File: config.mk
export PLATFORM = sky130hd
export DESIGN_NAME = serial_download_responder_flat
export DESIGN_NICKNAME = d
export VERILOG_FILES = /design/src/sv/sdr_pkg.sv /design/src/sv/sdr_req_if.sv /design/src/sv/sdr_rsp_if.sv /design/src/sv/serial_download_responder.sv /design/src/flat_wrapper.sv
export VERILOG_INCLUDE_DIRS = /design/src /design/src/sv
export SDC_FILE = /design/constraint.sdc
export NUM_CORES = 1
export LEC_CHECK = 0
export ABC_AREA = 1
export BUFFER_PORTS_ARGS = -buffer_cell sky130_fd_sc_hd__buf_4
export CORE_UTILIZATION = 45
export CTS_BUF_LIST = sky130_fd_sc_hd__clkbuf_8
export DETAILED_ROUTE_END_ITERATION = 16
export PLACE_DENSITY = 0.69
export SLEW_MARGIN = 15
export SYNTH_ARGS = -nofsm -noshare
export SYNTH_HDL_FRONTEND = slang
export SYNTH_SLANG_ARGS = --single-unit
export TNS_END_PERCENT = 30
File: constraint.sdc
create_clock -name clk -period 3.7 [get_ports clk]
set_input_delay 0.37 -clock clk [delete_from_list [all_inputs] [get_ports clk]]
set_output_delay 0.37 -clock clk [all_outputs]
set_load 0.03 [all_outputs]
File: src/sv/serial_download_responder_defines.svh
// ----------------------------------------------------------------------------
// Serial download responder assertion macros
// Shorthand for the concurrent checks written at the end of the responder.
// ----------------------------------------------------------------------------
`ifndef SERIAL_DOWNLOAD_RESPONDER_DEFINES_SVH
`define SERIAL_DOWNLOAD_RESPONDER_DEFINES_SVH

// Condition implies consequence in the same cycle.
`define SDR_ASSERT_SAME(label, pre, post, msg) \
  label: assert property (@(posedge clk) disable iff (rst) (pre) |-> (post)) \
    else $error(msg);

// Condition implies consequence in the following cycle.
`define SDR_ASSERT_NEXT(label, pre, post, msg) \
  label: assert property (@(posedge clk) disable iff (rst) (pre) |=> (post)) \
    else $error(msg);

`endif

File: src/sv/sdr_pkg.sv
// ----------------------------------------------------------------------------
// Serial download responder package
// Opcodes, status and action codes, register map and defaults.
// ----------------------------------------------------------------------------
package sdr_pkg;

  localparam int SeqBitsDefault   = 16;
  localparam int TimerBitsDefault = 24;

  localparam int MagicBits   = 16;
  localparam int TimeoutBits = 24;
  localparam int AddrBits    = 3;
  localparam int DataBits    = 32;

  localparam logic [TimeoutBits-1:0] TimeoutDefault = TimeoutBits'(8 * 60 * 1000);

  // Register indexes, taken from paddr bit 2.
  localparam logic RegMagic   = 1'b0;
  localparam logic RegTimeout = 1'b1;

  localparam logic [7:0] OpMask    = 8'hF7;
  localparam logic [7:0] OpPing    = 8'h10;
  localparam logic [7:0] OpVersion = 8'h15;
  localparam logic [7:0] OpErase   = 8'h65;
  localparam logic [7:0] OpData    = 8'h45;
  localparam logic [7:0] OpBegin   = 8'h12;
  localparam logic [7:0] OpRemote  = 8'hD2;
  localparam logic [7:0] RunBit    = 8'h02;

  localparam logic [7:0] StatusOk       = 8'd0;
  localparam logic [7:0] StatusNotArmed = 8'd1;
  localparam logic [7:0] StatusBadCheck = 8'd3;

  localparam logic [3:0] LenNone    = 4'd0;
  localparam logic [3:0] LenShort   = 4'd1;
  localparam logic [3:0] LenStatus  = 4'd2;
  localparam logic [3:0] LenMagic   = 4'd3;
  localparam logic [3:0] LenVersion = 4'd9;

  localparam logic [2:0] ActNone    = 3'd0;
  localparam logic [2:0] ActReset   = 3'd1;
  localparam logic [2:0] ActStart   = 3'd2;
  localparam logic [2:0] ActErase   = 3'd3;
  localparam logic [2:0] ActPower   = 3'd4;
  localparam logic [2:0] ActInstall = 3'd5;
  localparam logic [2:0] ActAccept  = 3'd6;

endpackage

File: src/sv/sdr_req_if.sv
// ----------------------------------------------------------------------------
// Request channel
// Carries one packet or idle tick word from the host side to the responder.
// ----------------------------------------------------------------------------
interface sdr_req_if;
  logic        valid;
  logic        ready;
  logic        command;
  logic [7:0]  opcode;
  logic [7:0]  param_low;
  logic [7:0]  param_high;
  logic [7:0]  check_first;
  logic [7:0]  check_second;
  logic        store_full;
  logic [15:0] image_magic;

  modport source (
    output valid, command, opcode, param_low, param_high, check_first,
           check_second, store_full, image_magic,
    input  ready
  );

  modport sink (
    input  valid, command, opcode, param_low, param_high, check_first,
           check_second, store_full, image_magic,
    output ready
  );
endinterface

File: src/sv/sdr_rsp_if.sv
// ----------------------------------------------------------------------------
// Response channel
// Carries one result word from the responder to the reply side.
// ----------------------------------------------------------------------------
interface sdr_rsp_if;
  logic        valid;
  logic        ready;
  logic [3:0]  reply_length;
  logic [7:0]  reply_head;
  logic [7:0]  reply_second;
  logic [7:0]  reply_third;
  logic        send_version;
  logic [2:0]  action;
  logic [15:0] progress_index;
  logic        program_present;

  modport source (
    output valid, reply_length, reply_head, reply_second, reply_third,
           send_version, action, progress_index, program_present,
    input  ready
  );

  modport sink (
    input  valid, reply_length, reply_head, reply_second, reply_third,
           send_version, action, progress_index, program_present,
    output ready
  );
endinterface

File: src/sv/serial_download_responder.sv
// ----------------------------------------------------------------------------
// Serial download responder
// Decodes host download packets and idle ticks, keeps the session state and
// produces one reply/action word per accepted request word.
// ----------------------------------------------------------------------------
// A request word's result word is registered in the result register, or in the
// skid entry while the consumer stalls, and then shown on the response channel.
// Throughput: one word per cycle while the skid entry is empty, set by the single
// decode stage in front of the result register; a two-entry output buffer (result
// register plus skid) catches one word while the consumer stalls.
// Reset (synchronous, active high) clears the session state, empties the
// output buffer and loads the register defaults; no clearing pass is needed.
`include "serial_download_responder_defines.svh"

module serial_download_responder #(
  parameter int SEQ_BITS   = sdr_pkg::SeqBitsDefault,
  parameter int TIMER_BITS = sdr_pkg::TimerBitsDefault
) (
  input  logic                          clk,
  input  logic                          rst,
  sdr_req_if.sink                       req,
  sdr_rsp_if.source                     rsp,
  input  logic                          psel,
  input  logic                          penable,
  input  logic                          pwrite,
  input  logic [sdr_pkg::AddrBits-1:0]  paddr,
  input  logic [sdr_pkg::DataBits-1:0]  pwdata,
  output logic [sdr_pkg::DataBits-1:0]  prdata,
  output logic                          pready
);

  localparam logic [SEQ_BITS-1:0]   SeqOne   = SEQ_BITS'(1);
  localparam logic [TIMER_BITS-1:0] TimerMax = '1;

  // One result word as it sits in the output buffer.
  typedef struct packed {
    logic [3:0]  reply_length;
    logic [7:0]  reply_head;
    logic [7:0]  reply_second;
    logic [7:0]  reply_third;
    logic        send_version;
    logic [2:0]  action;
    logic [15:0] progress_index;
    logic        program_present;
  } result_t;

  // ---------------------------------------------------------------------------
  // Configuration registers. The APB port never waits; a write lands on the
  // access cycle and reads return the current value.
  // ---------------------------------------------------------------------------
  logic [sdr_pkg::MagicBits-1:0]   expected_magic;
  logic [sdr_pkg::TimeoutBits-1:0] timeout_ticks;
  logic                            cfg_write;

  assign pready    = 1'b1;
  assign cfg_write = psel && penable && pwrite && pready;

  always_ff @(posedge clk) begin
    if (rst) begin
      expected_magic <= '0;
      timeout_ticks  <= sdr_pkg::TimeoutDefault;
    end else if (cfg_write) begin
      unique case (paddr[2])
        sdr_pkg::RegMagic:   expected_magic <= pwdata[sdr_pkg::MagicBits-1:0];
        sdr_pkg::RegTimeout: timeout_ticks  <= pwdata[sdr_pkg::TimeoutBits-1:0];
        default:             ;
      endcase
    end
  end

  always_comb begin
    unique case (paddr[2])
      sdr_pkg::RegMagic:   prdata = sdr_pkg::DataBits'(expected_magic);
      sdr_pkg::RegTimeout: prdata = sdr_pkg::DataBits'(timeout_ticks);
      default:             prdata = '0;
    endcase
  end

  // ---------------------------------------------------------------------------
  // Session state.
  // ---------------------------------------------------------------------------
  logic                  armed, armed_next;
  logic [7:0]            previous_opcode, previous_opcode_next;
  logic [SEQ_BITS-1:0]   expected_index, expected_index_next;
  logic                  image_held, image_held_next;
  logic [TIMER_BITS-1:0] idle_count, idle_count_next;

  // ---------------------------------------------------------------------------
  // Output buffer: the result register feeds the response channel, and the
  // skid entry catches one word accepted while the consumer stalls. Intake
  // stops only while the skid entry is occupied.
  // ---------------------------------------------------------------------------
  result_t out_word, skid_word, res;
  logic    out_valid, skid_valid;
  logic    in_fire, out_fire;

  assign req.ready = !skid_valid;
  assign in_fire   = req.valid && req.ready;
  assign out_fire  = out_valid && rsp.ready;

  // ---------------------------------------------------------------------------
  // Decode of one request word against the current session state. All of it
  // is a handful of byte compares, a SEQ_BITS-bit increment and a timer increment.
  // ---------------------------------------------------------------------------
  logic [7:0]            op_inv;
  logic [SEQ_BITS-1:0]   seq;
  logic [7:0]            status;
  logic [TIMER_BITS-1:0] idle_inc;

  always_comb begin
    op_inv   = ~req.opcode;
    seq      = SEQ_BITS'({req.param_high, req.param_low});
    status   = (req.check_first != req.check_second) ? sdr_pkg::StatusBadCheck :
               (armed ? sdr_pkg::StatusOk : sdr_pkg::StatusNotArmed);
    idle_inc = (idle_count == TimerMax) ? idle_count : idle_count + TIMER_BITS'(1);

    armed_next           = armed;
    previous_opcode_next = previous_opcode;
    expected_index_next  = expected_index;
    image_held_next      = image_held;
    idle_count_next      = idle_count;

    res              = '0;
    res.reply_length = sdr_pkg::LenNone;
    res.action       = sdr_pkg::ActNone;

    if (req.command) begin
      // Idle tick: count up, saturating, and request power off on timeout
      // or on saturation of the counter.
      idle_count_next = idle_inc;
      if ((32'(idle_inc) >= 32'(timeout_ticks)) || (idle_inc == TimerMax)) begin
        res.action          = sdr_pkg::ActPower;
        armed_next          = 1'b0;
        expected_index_next = SeqOne;
        idle_count_next     = '0;
      end
    end else begin
      unique case (req.opcode & sdr_pkg::OpMask)
        sdr_pkg::OpPing: begin
          res.reply_length = sdr_pkg::LenShort;
          res.reply_head   = op_inv;
        end
        sdr_pkg::OpVersion: begin
          res.reply_length = sdr_pkg::LenVersion;
          res.reply_head   = op_inv;
          res.send_version = 1'b1;
        end
        sdr_pkg::OpErase: begin
          res.reply_length = sdr_pkg::LenShort;
          res.reply_head   = op_inv;
          res.action       = sdr_pkg::ActErase;
        end
        sdr_pkg::OpData: begin
          res.reply_length = sdr_pkg::LenStatus;
          res.reply_head   = op_inv;
          res.reply_second = status;
          if (status != sdr_pkg::StatusOk) begin
            res.action          = sdr_pkg::ActReset;
            armed_next          = 1'b0;
            expected_index_next = SeqOne;
            idle_count_next     = '0;
          end else if (previous_opcode != op_inv) begin
            // A packet whose toggle bit repeats the last one is acknowledged
            // and otherwise ignored; this branch handles a fresh packet.
            previous_opcode_next = op_inv;
            if ((expected_index != SeqOne) && (seq == '0)) begin
              // Sequence zero closes the image; keep it only if its magic
              // matches.
              if (req.image_magic == expected_magic) begin
                image_held_next = 1'b1;
                res.action      = sdr_pkg::ActInstall;
              end else begin
                res.action = sdr_pkg::ActReset;
              end
              armed_next          = 1'b0;
              expected_index_next = SeqOne;
              idle_count_next     = '0;
            end else if (req.store_full || (seq != expected_index)) begin
              res.action          = sdr_pkg::ActReset;
              armed_next          = 1'b0;
              expected_index_next = SeqOne;
              idle_count_next     = '0;
            end else begin
              expected_index_next = expected_index + SeqOne;
              res.action          = sdr_pkg::ActAccept;
            end
          end
        end
        sdr_pkg::OpBegin: begin
          previous_opcode_next = req.opcode;
          expected_index_next  = SeqOne;
          idle_count_next      = '0;
          if (armed) begin
            // A second begin inside a session drops it without a reply.
            res.action = sdr_pkg::ActReset;
            armed_next = 1'b0;
          end else begin
            res.reply_length = sdr_pkg::LenMagic;
            res.reply_head   = op_inv;
            res.reply_second = expected_magic[15:8];
            res.reply_third  = expected_magic[7:0];
            armed_next       = 1'b1;
            image_held_next  = 1'b0;
          end
        end
        sdr_pkg::OpRemote: begin
          armed_next          = 1'b0;
          expected_index_next = SeqOne;
          idle_count_next     = '0;
          if (((req.param_low & sdr_pkg::RunBit) != 8'd0) && image_held) begin
            res.action = sdr_pkg::ActStart;
          end else begin
            res.action = sdr_pkg::ActReset;
          end
        end
        default: begin
          // Unknown request: drop the session, send nothing.
          res.action          = sdr_pkg::ActReset;
          armed_next          = 1'b0;
          expected_index_next = SeqOne;
          idle_count_next     = '0;
        end
      endcase
    end

    res.progress_index  = 16'(expected_index_next);
    res.program_present = image_held_next;
  end

  // State moves only with an accepted request word.
  always_ff @(posedge clk) begin
    if (rst) begin
      armed           <= 1'b0;
      previous_opcode <= '0;
      expected_index  <= SeqOne;
      image_held      <= 1'b0;
      idle_count      <= '0;
    end else if (in_fire) begin
      armed           <= armed_next;
      previous_opcode <= previous_opcode_next;
      expected_index  <= expected_index_next;
      image_held      <= image_held_next;
      idle_count      <= idle_count_next;
    end
  end

  // Output buffer control. When the result register frees up, the skid word
  // moves forward first; a new word can only arrive while the skid is empty.
  always_ff @(posedge clk) begin
    if (rst) begin
      out_valid  <= 1'b0;
      skid_valid <= 1'b0;
    end else if (!out_valid || out_fire) begin
      if (skid_valid) begin
        out_word   <= skid_word;
        out_valid  <= 1'b1;
        skid_valid <= 1'b0;
      end else begin
        out_valid <= in_fire;
        if (in_fire) begin
          out_word <= res;
        end
      end
    end else if (in_fire) begin
      skid_word  <= res;
      skid_valid <= 1'b1;
    end
  end

  assign rsp.valid           = out_valid;
  assign rsp.reply_length    = out_word.reply_length;
  assign rsp.reply_head      = out_word.reply_head;
  assign rsp.reply_second    = out_word.reply_second;
  assign rsp.reply_third     = out_word.reply_third;
  assign rsp.send_version    = out_word.send_version;
  assign rsp.action          = out_word.action;
  assign rsp.progress_index  = out_word.progress_index;
  assign rsp.program_present = out_word.program_present;

  // ---------------------------------------------------------------------------
  // Assertions.
  // ---------------------------------------------------------------------------
  `SDR_ASSERT_SAME(a_skid_behind_out, skid_valid, out_valid, "skid word without result word")
  `SDR_ASSERT_NEXT(a_stall_fills_skid, in_fire && out_valid && !rsp.ready, skid_valid, "stalled word lost")
  `SDR_ASSERT_NEXT(a_drain_empties, out_fire && !skid_valid && !in_fire, !out_valid, "result word repeated")
  `SDR_ASSERT_NEXT(a_install_holds, in_fire && (res.action == sdr_pkg::ActInstall), image_held, "installed image not held")

endmodule
File: src/flat_wrapper.sv
// flat-port wrapper written by rule: the top's interface ports become plain ports
module serial_download_responder_flat 
#(
  parameter int SEQ_BITS   = sdr_pkg::SeqBitsDefault,
  parameter int TIMER_BITS = sdr_pkg::TimerBitsDefault
)
  (clk, rst, psel, penable, pwrite, paddr, pwdata, prdata, pready, req_valid, req_command, req_opcode, req_param_low, req_param_high, req_check_first, req_check_second, req_store_full, req_image_magic, req_ready, rsp_valid, rsp_reply_length, rsp_reply_head, rsp_reply_second, rsp_reply_third, rsp_send_version, rsp_action, rsp_progress_index, rsp_program_present, rsp_ready);
  sdr_req_if req_i ();
  sdr_rsp_if rsp_i ();
  input  logic clk;
  input  logic rst;
  input  logic psel;
  input  logic penable;
  input  logic pwrite;
  input  logic [sdr_pkg::AddrBits-1:0] paddr;
  input  logic [sdr_pkg::DataBits-1:0] pwdata;
  output logic [sdr_pkg::DataBits-1:0] prdata;
  output logic pready;
  input wire logic [$bits(req_i.valid)-1:0] req_valid;
  input wire logic [$bits(req_i.command)-1:0] req_command;
  input wire logic [$bits(req_i.opcode)-1:0] req_opcode;
  input wire logic [$bits(req_i.param_low)-1:0] req_param_low;
  input wire logic [$bits(req_i.param_high)-1:0] req_param_high;
  input wire logic [$bits(req_i.check_first)-1:0] req_check_first;
  input wire logic [$bits(req_i.check_second)-1:0] req_check_second;
  input wire logic [$bits(req_i.store_full)-1:0] req_store_full;
  input wire logic [$bits(req_i.image_magic)-1:0] req_image_magic;
  output wire logic [$bits(req_i.ready)-1:0] req_ready;
  output wire logic [$bits(rsp_i.valid)-1:0] rsp_valid;
  output wire logic [$bits(rsp_i.reply_length)-1:0] rsp_reply_length;
  output wire logic [$bits(rsp_i.reply_head)-1:0] rsp_reply_head;
  output wire logic [$bits(rsp_i.reply_second)-1:0] rsp_reply_second;
  output wire logic [$bits(rsp_i.reply_third)-1:0] rsp_reply_third;
  output wire logic [$bits(rsp_i.send_version)-1:0] rsp_send_version;
  output wire logic [$bits(rsp_i.action)-1:0] rsp_action;
  output wire logic [$bits(rsp_i.progress_index)-1:0] rsp_progress_index;
  output wire logic [$bits(rsp_i.program_present)-1:0] rsp_program_present;
  input wire logic [$bits(rsp_i.ready)-1:0] rsp_ready;
  assign req_i.valid = req_valid;
  assign req_i.command = req_command;
  assign req_i.opcode = req_opcode;
  assign req_i.param_low = req_param_low;
  assign req_i.param_high = req_param_high;
  assign req_i.check_first = req_check_first;
  assign req_i.check_second = req_check_second;
  assign req_i.store_full = req_store_full;
  assign req_i.image_magic = req_image_magic;
  assign req_ready = req_i.ready;
  assign rsp_valid = rsp_i.valid;
  assign rsp_reply_length = rsp_i.reply_length;
  assign rsp_reply_head = rsp_i.reply_head;
  assign rsp_reply_second = rsp_i.reply_second;
  assign rsp_reply_third = rsp_i.reply_third;
  assign rsp_send_version = rsp_i.send_version;
  assign rsp_action = rsp_i.action;
  assign rsp_progress_index = rsp_i.progress_index;
  assign rsp_program_present = rsp_i.program_present;
  assign rsp_i.ready = rsp_ready;
  serial_download_responder #(.SEQ_BITS(SEQ_BITS), .TIMER_BITS(TIMER_BITS)) u_core (.clk(clk), .rst(rst), .req(req_i), .rsp(rsp_i), .psel(psel), .penable(penable), .pwrite(pwrite), .paddr(paddr), .pwdata(pwdata), .prdata(prdata), .pready(pready));
endmodule
==> results.sh <==
export IMPL_syn_inst=1496
export IMPL_regArea_mm2=0.004725
export IMPL_synth_seq_area_share_pct=42.72
export IMPL_reg2reg_depth=19
export IMPL_r2r_end="u_core.rsp.progress_index[5]"
export IMPL_r2r_start="u_core.idle_count[3]"
export IMPL_tns_ps=0
export IMPL_max_clock_freq_mhz=298.3
export IMPL_crit_path_start_kind="flop"
export IMPL_wl_per_cell_um=15.09
export IMPL_drive_above_1_share_pct=16.83
export IMPL_setup_violations=0
export IMPL_maxSlewViolCount=0
export IMPL_final_nets=1779
export IMPL_cellLeakagePower_nw=5.921
export IMPL_insertion_delay_ps=460
export IMPL_io_buffers=163
export IMPL_syn_cell_area_mm2=0.01106
export IMPL_io_pins=184
export IMPL_required_ps=3930
export IMPL_fin_ws_ps=347.8
export IMPL_cts_root_buf="clkbuf_8"
export IMPL_clkPwrFrac_pct=29.6
export IMPL_worstHoldPathCells=3
export IMPL_hold_viol=0
export IMPL_dp_hpwl_um=22530
export IMPL_drc=0
export IMPL_yosysWarnings=0
export IMPL_wl_um=30000
export IMPL_worstSetupEndpointType="flop"
export IMPL_holdPathEnd="u_core.timeout_ticks[12]"
export IMPL_power_internal_mw=3.037
export IMPL_gp_congestion=0.9375
export IMPL_ir_drop_uv=192.9
export IMPL_ys_ff_latch=188
export IMPL_start_util_pct=45.74
export IMPL_cts_tree="yes"
export IMPL_relSlewSlack_pct=40.24
export IMPL_hp_class="input port to flop"
export IMPL_dr_pass1_iters=6
export IMPL_multi_input_area_mm2=0.005410
export IMPL_syn_to_final_growth_pct=18.28
export IMPL_final_antenna_net_count=0
export IMPL_crit_fanout=15
export IMPL_pre_cts_ws_ps=289.0
export IMPL_holdBufCountCts=0
export IMPL_drtIter0Drc=753
export IMPL_grt_pass1_vias=9501
export IMPL_clock_skew_ps=18.24
export IMPL_p_sw_share_pct=31.16
export IMPL_ys_types=43
export IMPL_antenna_found_initial=0
export IMPL_worstMarginPinSlew_ps=895.4
export IMPL_antenna_cells=0
export IMPL_dieArea_mm2=0.02521
export IMPL_num_fill_cells=2300
export IMPL_holdCritStartpoint="pwdata[12]"
export IMPL_rsz0062_at_grt="no"
export IMPL_grt_max_degree=63
export IMPL_min_period_over_period_pct=90.60
export IMPL_path_class="flop to flop"
export IMPL_numCtsBuffers=17
export IMPL_clock_path_buffers=2
export IMPL_maxCapViolCount=0
export IMPL_die_x_um=158.8
export IMPL_vias_per_cell=5.135
export IMPL_grtUsageTotal_pct=24.09
export IMPL_cts_sinks=188
export IMPL_combPwrFrac_pct=17.7
export IMPL_seqPwrFrac_pct=52.7
export IMPL_rows=57
export IMPL_fin_crit_ps=3352
export IMPL_rrSetupSlack_ps=350
export IMPL_htreeDepth=4
export IMPL_core_mm2=0.02418
export IMPL_gr_total_overflow=0
export IMPL_status="complete, no violations"
export IMPL_grt_pass1_wl_um=48740
export IMPL_cellPowerDensity_mw_per_mm2=337.3
export IMPL_p_sw_mw=1.375
export IMPL_cts_resized=0
export IMPL_die_h_um=158.8
export IMPL_post_cts_buffers=0
export IMPL_clkTransAtPathRegs_ps=110
export IMPL_synth_area_per_cell_um2=7.393
export IMPL_num_vias=10209
export IMPL_cp_arrival_ps=3580
worst max-delay path by stage:
| stage | cells past startpoint | startpoint | endpoint |
|---|---|---|---|
| 2_1_floorplan | 19 | u_core.idle_count[0] | u_core.rsp.action[2] |
| 3_3_place_gp | 21 | u_core.idle_count[1] | u_core.rsp.progress_index[5] |
| 3_5_place_dp | 21 | u_core.idle_count[1] | u_core.rsp.progress_index[5] |
| 4_1_cts | 21 | u_core.idle_count[1] | u_core.rsp.progress_index[5] |
| 5_1_grt | 22 | u_core.idle_count[1] | u_core.idle_count[2] |
| 6_report | 19 | u_core.idle_count[3] | u_core.rsp.progress_index[5] |
power groups by stage:
stage | clock network, mW | registers [mW] | logic, mW
after floorplan | 0 | 2.40 | 0.455
after global routing | 1.41 | 2.34 | 0.864
after detailed placement | 0 | 2.37 | 0.774
after CTS | 1.33 | 2.32 | 0.778
after global placement | 0 | 2.37 | 0.765
final | 1.30 | 2.32 | 0.783
layer usage:
| layer | global-route usage, % | up-vias | wire, µm |
|---|---|---|---|
| met2 | 39.39 | 355 | 13970 |
| met5 | 0 | - | 0 |
| met1 | 33.15 | 4650 | 13860 |
| li1 | - | 5163 | - |
| met4 | 6.178 | 0 | 481 |
| met3 | 3.683 | 41 | 1687 |
layout by cell type, fill, tap and decap left out, types with 3 or more instances in the layout:
master,instances
nand2_1,456
buf_4,198
inv_1,167
nor2_1,117
o21ai_0,114
a21oi_1,106
edfxtp_1,96
dfxtp_1,92
nand3_1,68
nand4_1,38
ha_1,27
xor2_1,24
xnor2_1,22
nor3_1,19
clkbuf_8,17
nand2_2,16
nand4_4,10
conb_1,10
or2_2,8
nor2_4,4
o211ai_1,4
a31oi_1,4
inv_8,4
clkinv_1,3
nor2_2,3
o21bai_1,3
o22ai_1,3
inv_6,3
clkinv_4,3
buf_12,3
Yosys cell counts:
master,count,area (µm²)
a211oi_1,1,7.510
a21oi_1,106,530.5
a21oi_2,1,8.760
a22oi_1,2,15.01
a31oi_1,4,25.02
and2_1,2,12.51
and3_1,1,6.260
buf_1,3,11.26
buf_12,1,20.02
buf_2,7,35.03
buf_4,10,75.07
buf_6,3,33.78
clkbuf_1,48,180.2
clkinv_1,2,7.510
conb_1,2,7.510
dfxtp_1,92,1842
edfxtp_1,96,2883
ha_1,27,337.8
inv_1,166,623.1
inv_2,1,3.750
nand2_1,456,1712
nand2_2,16,100.1
nand2_4,2,22.52
nand3_1,68,340.3
nand3_2,1,10.01
nand3b_1,2,15.01
nand4_1,38,237.7
nand4_4,10,212.7
nor2_1,119,446.7
nor2_2,3,18.77
nor2_4,2,22.52
nor2_8,1,20.02
nor3_1,19,95.09
nor3_2,2,20.02
nor4_1,3,18.77
o211ai_1,4,30.03
o21a_1,1,7.510
o21ai_0,114,570.6
o21bai_1,3,22.52
o22ai_1,3,18.77
or2_2,8,50.05
xnor2_1,22,192.7
xor2_1,24,210.2
critical path, stage by stage (launching register included):
cell and delay (ps):
dfxtp_1 440, nand2_1 110, nor2_1 230, nand2_1 170
nor2_1 130, nand2_1 50, nand2_1 90, nand2_1 80
ha_1 300, nand2_1 80, nor2_1 150, nand4_1 230
nor4_2 250, buf_4 180, a21oi_4 70, buf_12 180
nand4_1 120, nand2_1 130, nand2_1 90, nand2_1 50
stage by stage:
stage / hold slack [ps] / area [µm²] / util (%) / power (mW) / instances
after global placement: 452.3 / 12710 / 52.56 / 3.136 / 1957
after CTS: 96.41 / 13070 / 54.05 / 4.429 / 1988
after floorplan: 437.4 / 11090 / - / 2.851 / 1504
after global routing: 105.8 / 13080 / 54.11 / 4.611 / 1988
final: 122.9 / 13080 / 54.11 / 4.412 / 1988
after detailed placement: 455.3 / 12710 / 52.56 / 3.145 / 1957
final cells by class:
| cell class | instances | area share, % |
|---|---|---|
| Timing Repair Buffer | 201 | 11.82 |
| Sequential cell | 188 | 36.12 |
| Clock buffer | 17 | 1.789 |
| Multi-Input combinational cell | 1075 | 41.36 |
| Inverter | 169 | 4.849 |
| Clock inverter | 14 | 0.9660 |
| Tap cell | 324 | 3.099 |
sequential cells by signal (all words and copies together), names as in the netlist:
register                    flops
u_core.skid_valid               1
u_core.rsp.valid                1
u_core.rsp.progress_index      16
u_core.armed                    1
u_core.rsp.program_present      1
u_core.expected_index          16
u_core.rsp.reply_length         3
u_core.rsp.reply_second         8
u_core.skid_word               48
u_core.previous_opcode          8
u_core.rsp.send_version         1
u_core.rsp.reply_head           8
u_core.rsp.reply_third          8
u_core.image_held               1
u_core.expected_magic          16
u_core.idle_count              24
u_core.rsp.action               3
u_core.timeout_ticks           24
logic make-up after synthesis:
group | synth area share (%)
XOR/XNOR | 3.643
flip-flops | 42.72
buffers and inverters | 8.949
adder cells (fa/ha/maj) | 3.055
other | 0.06791
AND/OR/NAND/NOR | 30.39
AO/OA/AOI/OAI | 11.18
Note: power is estimated with default switching activity, not from simulation.
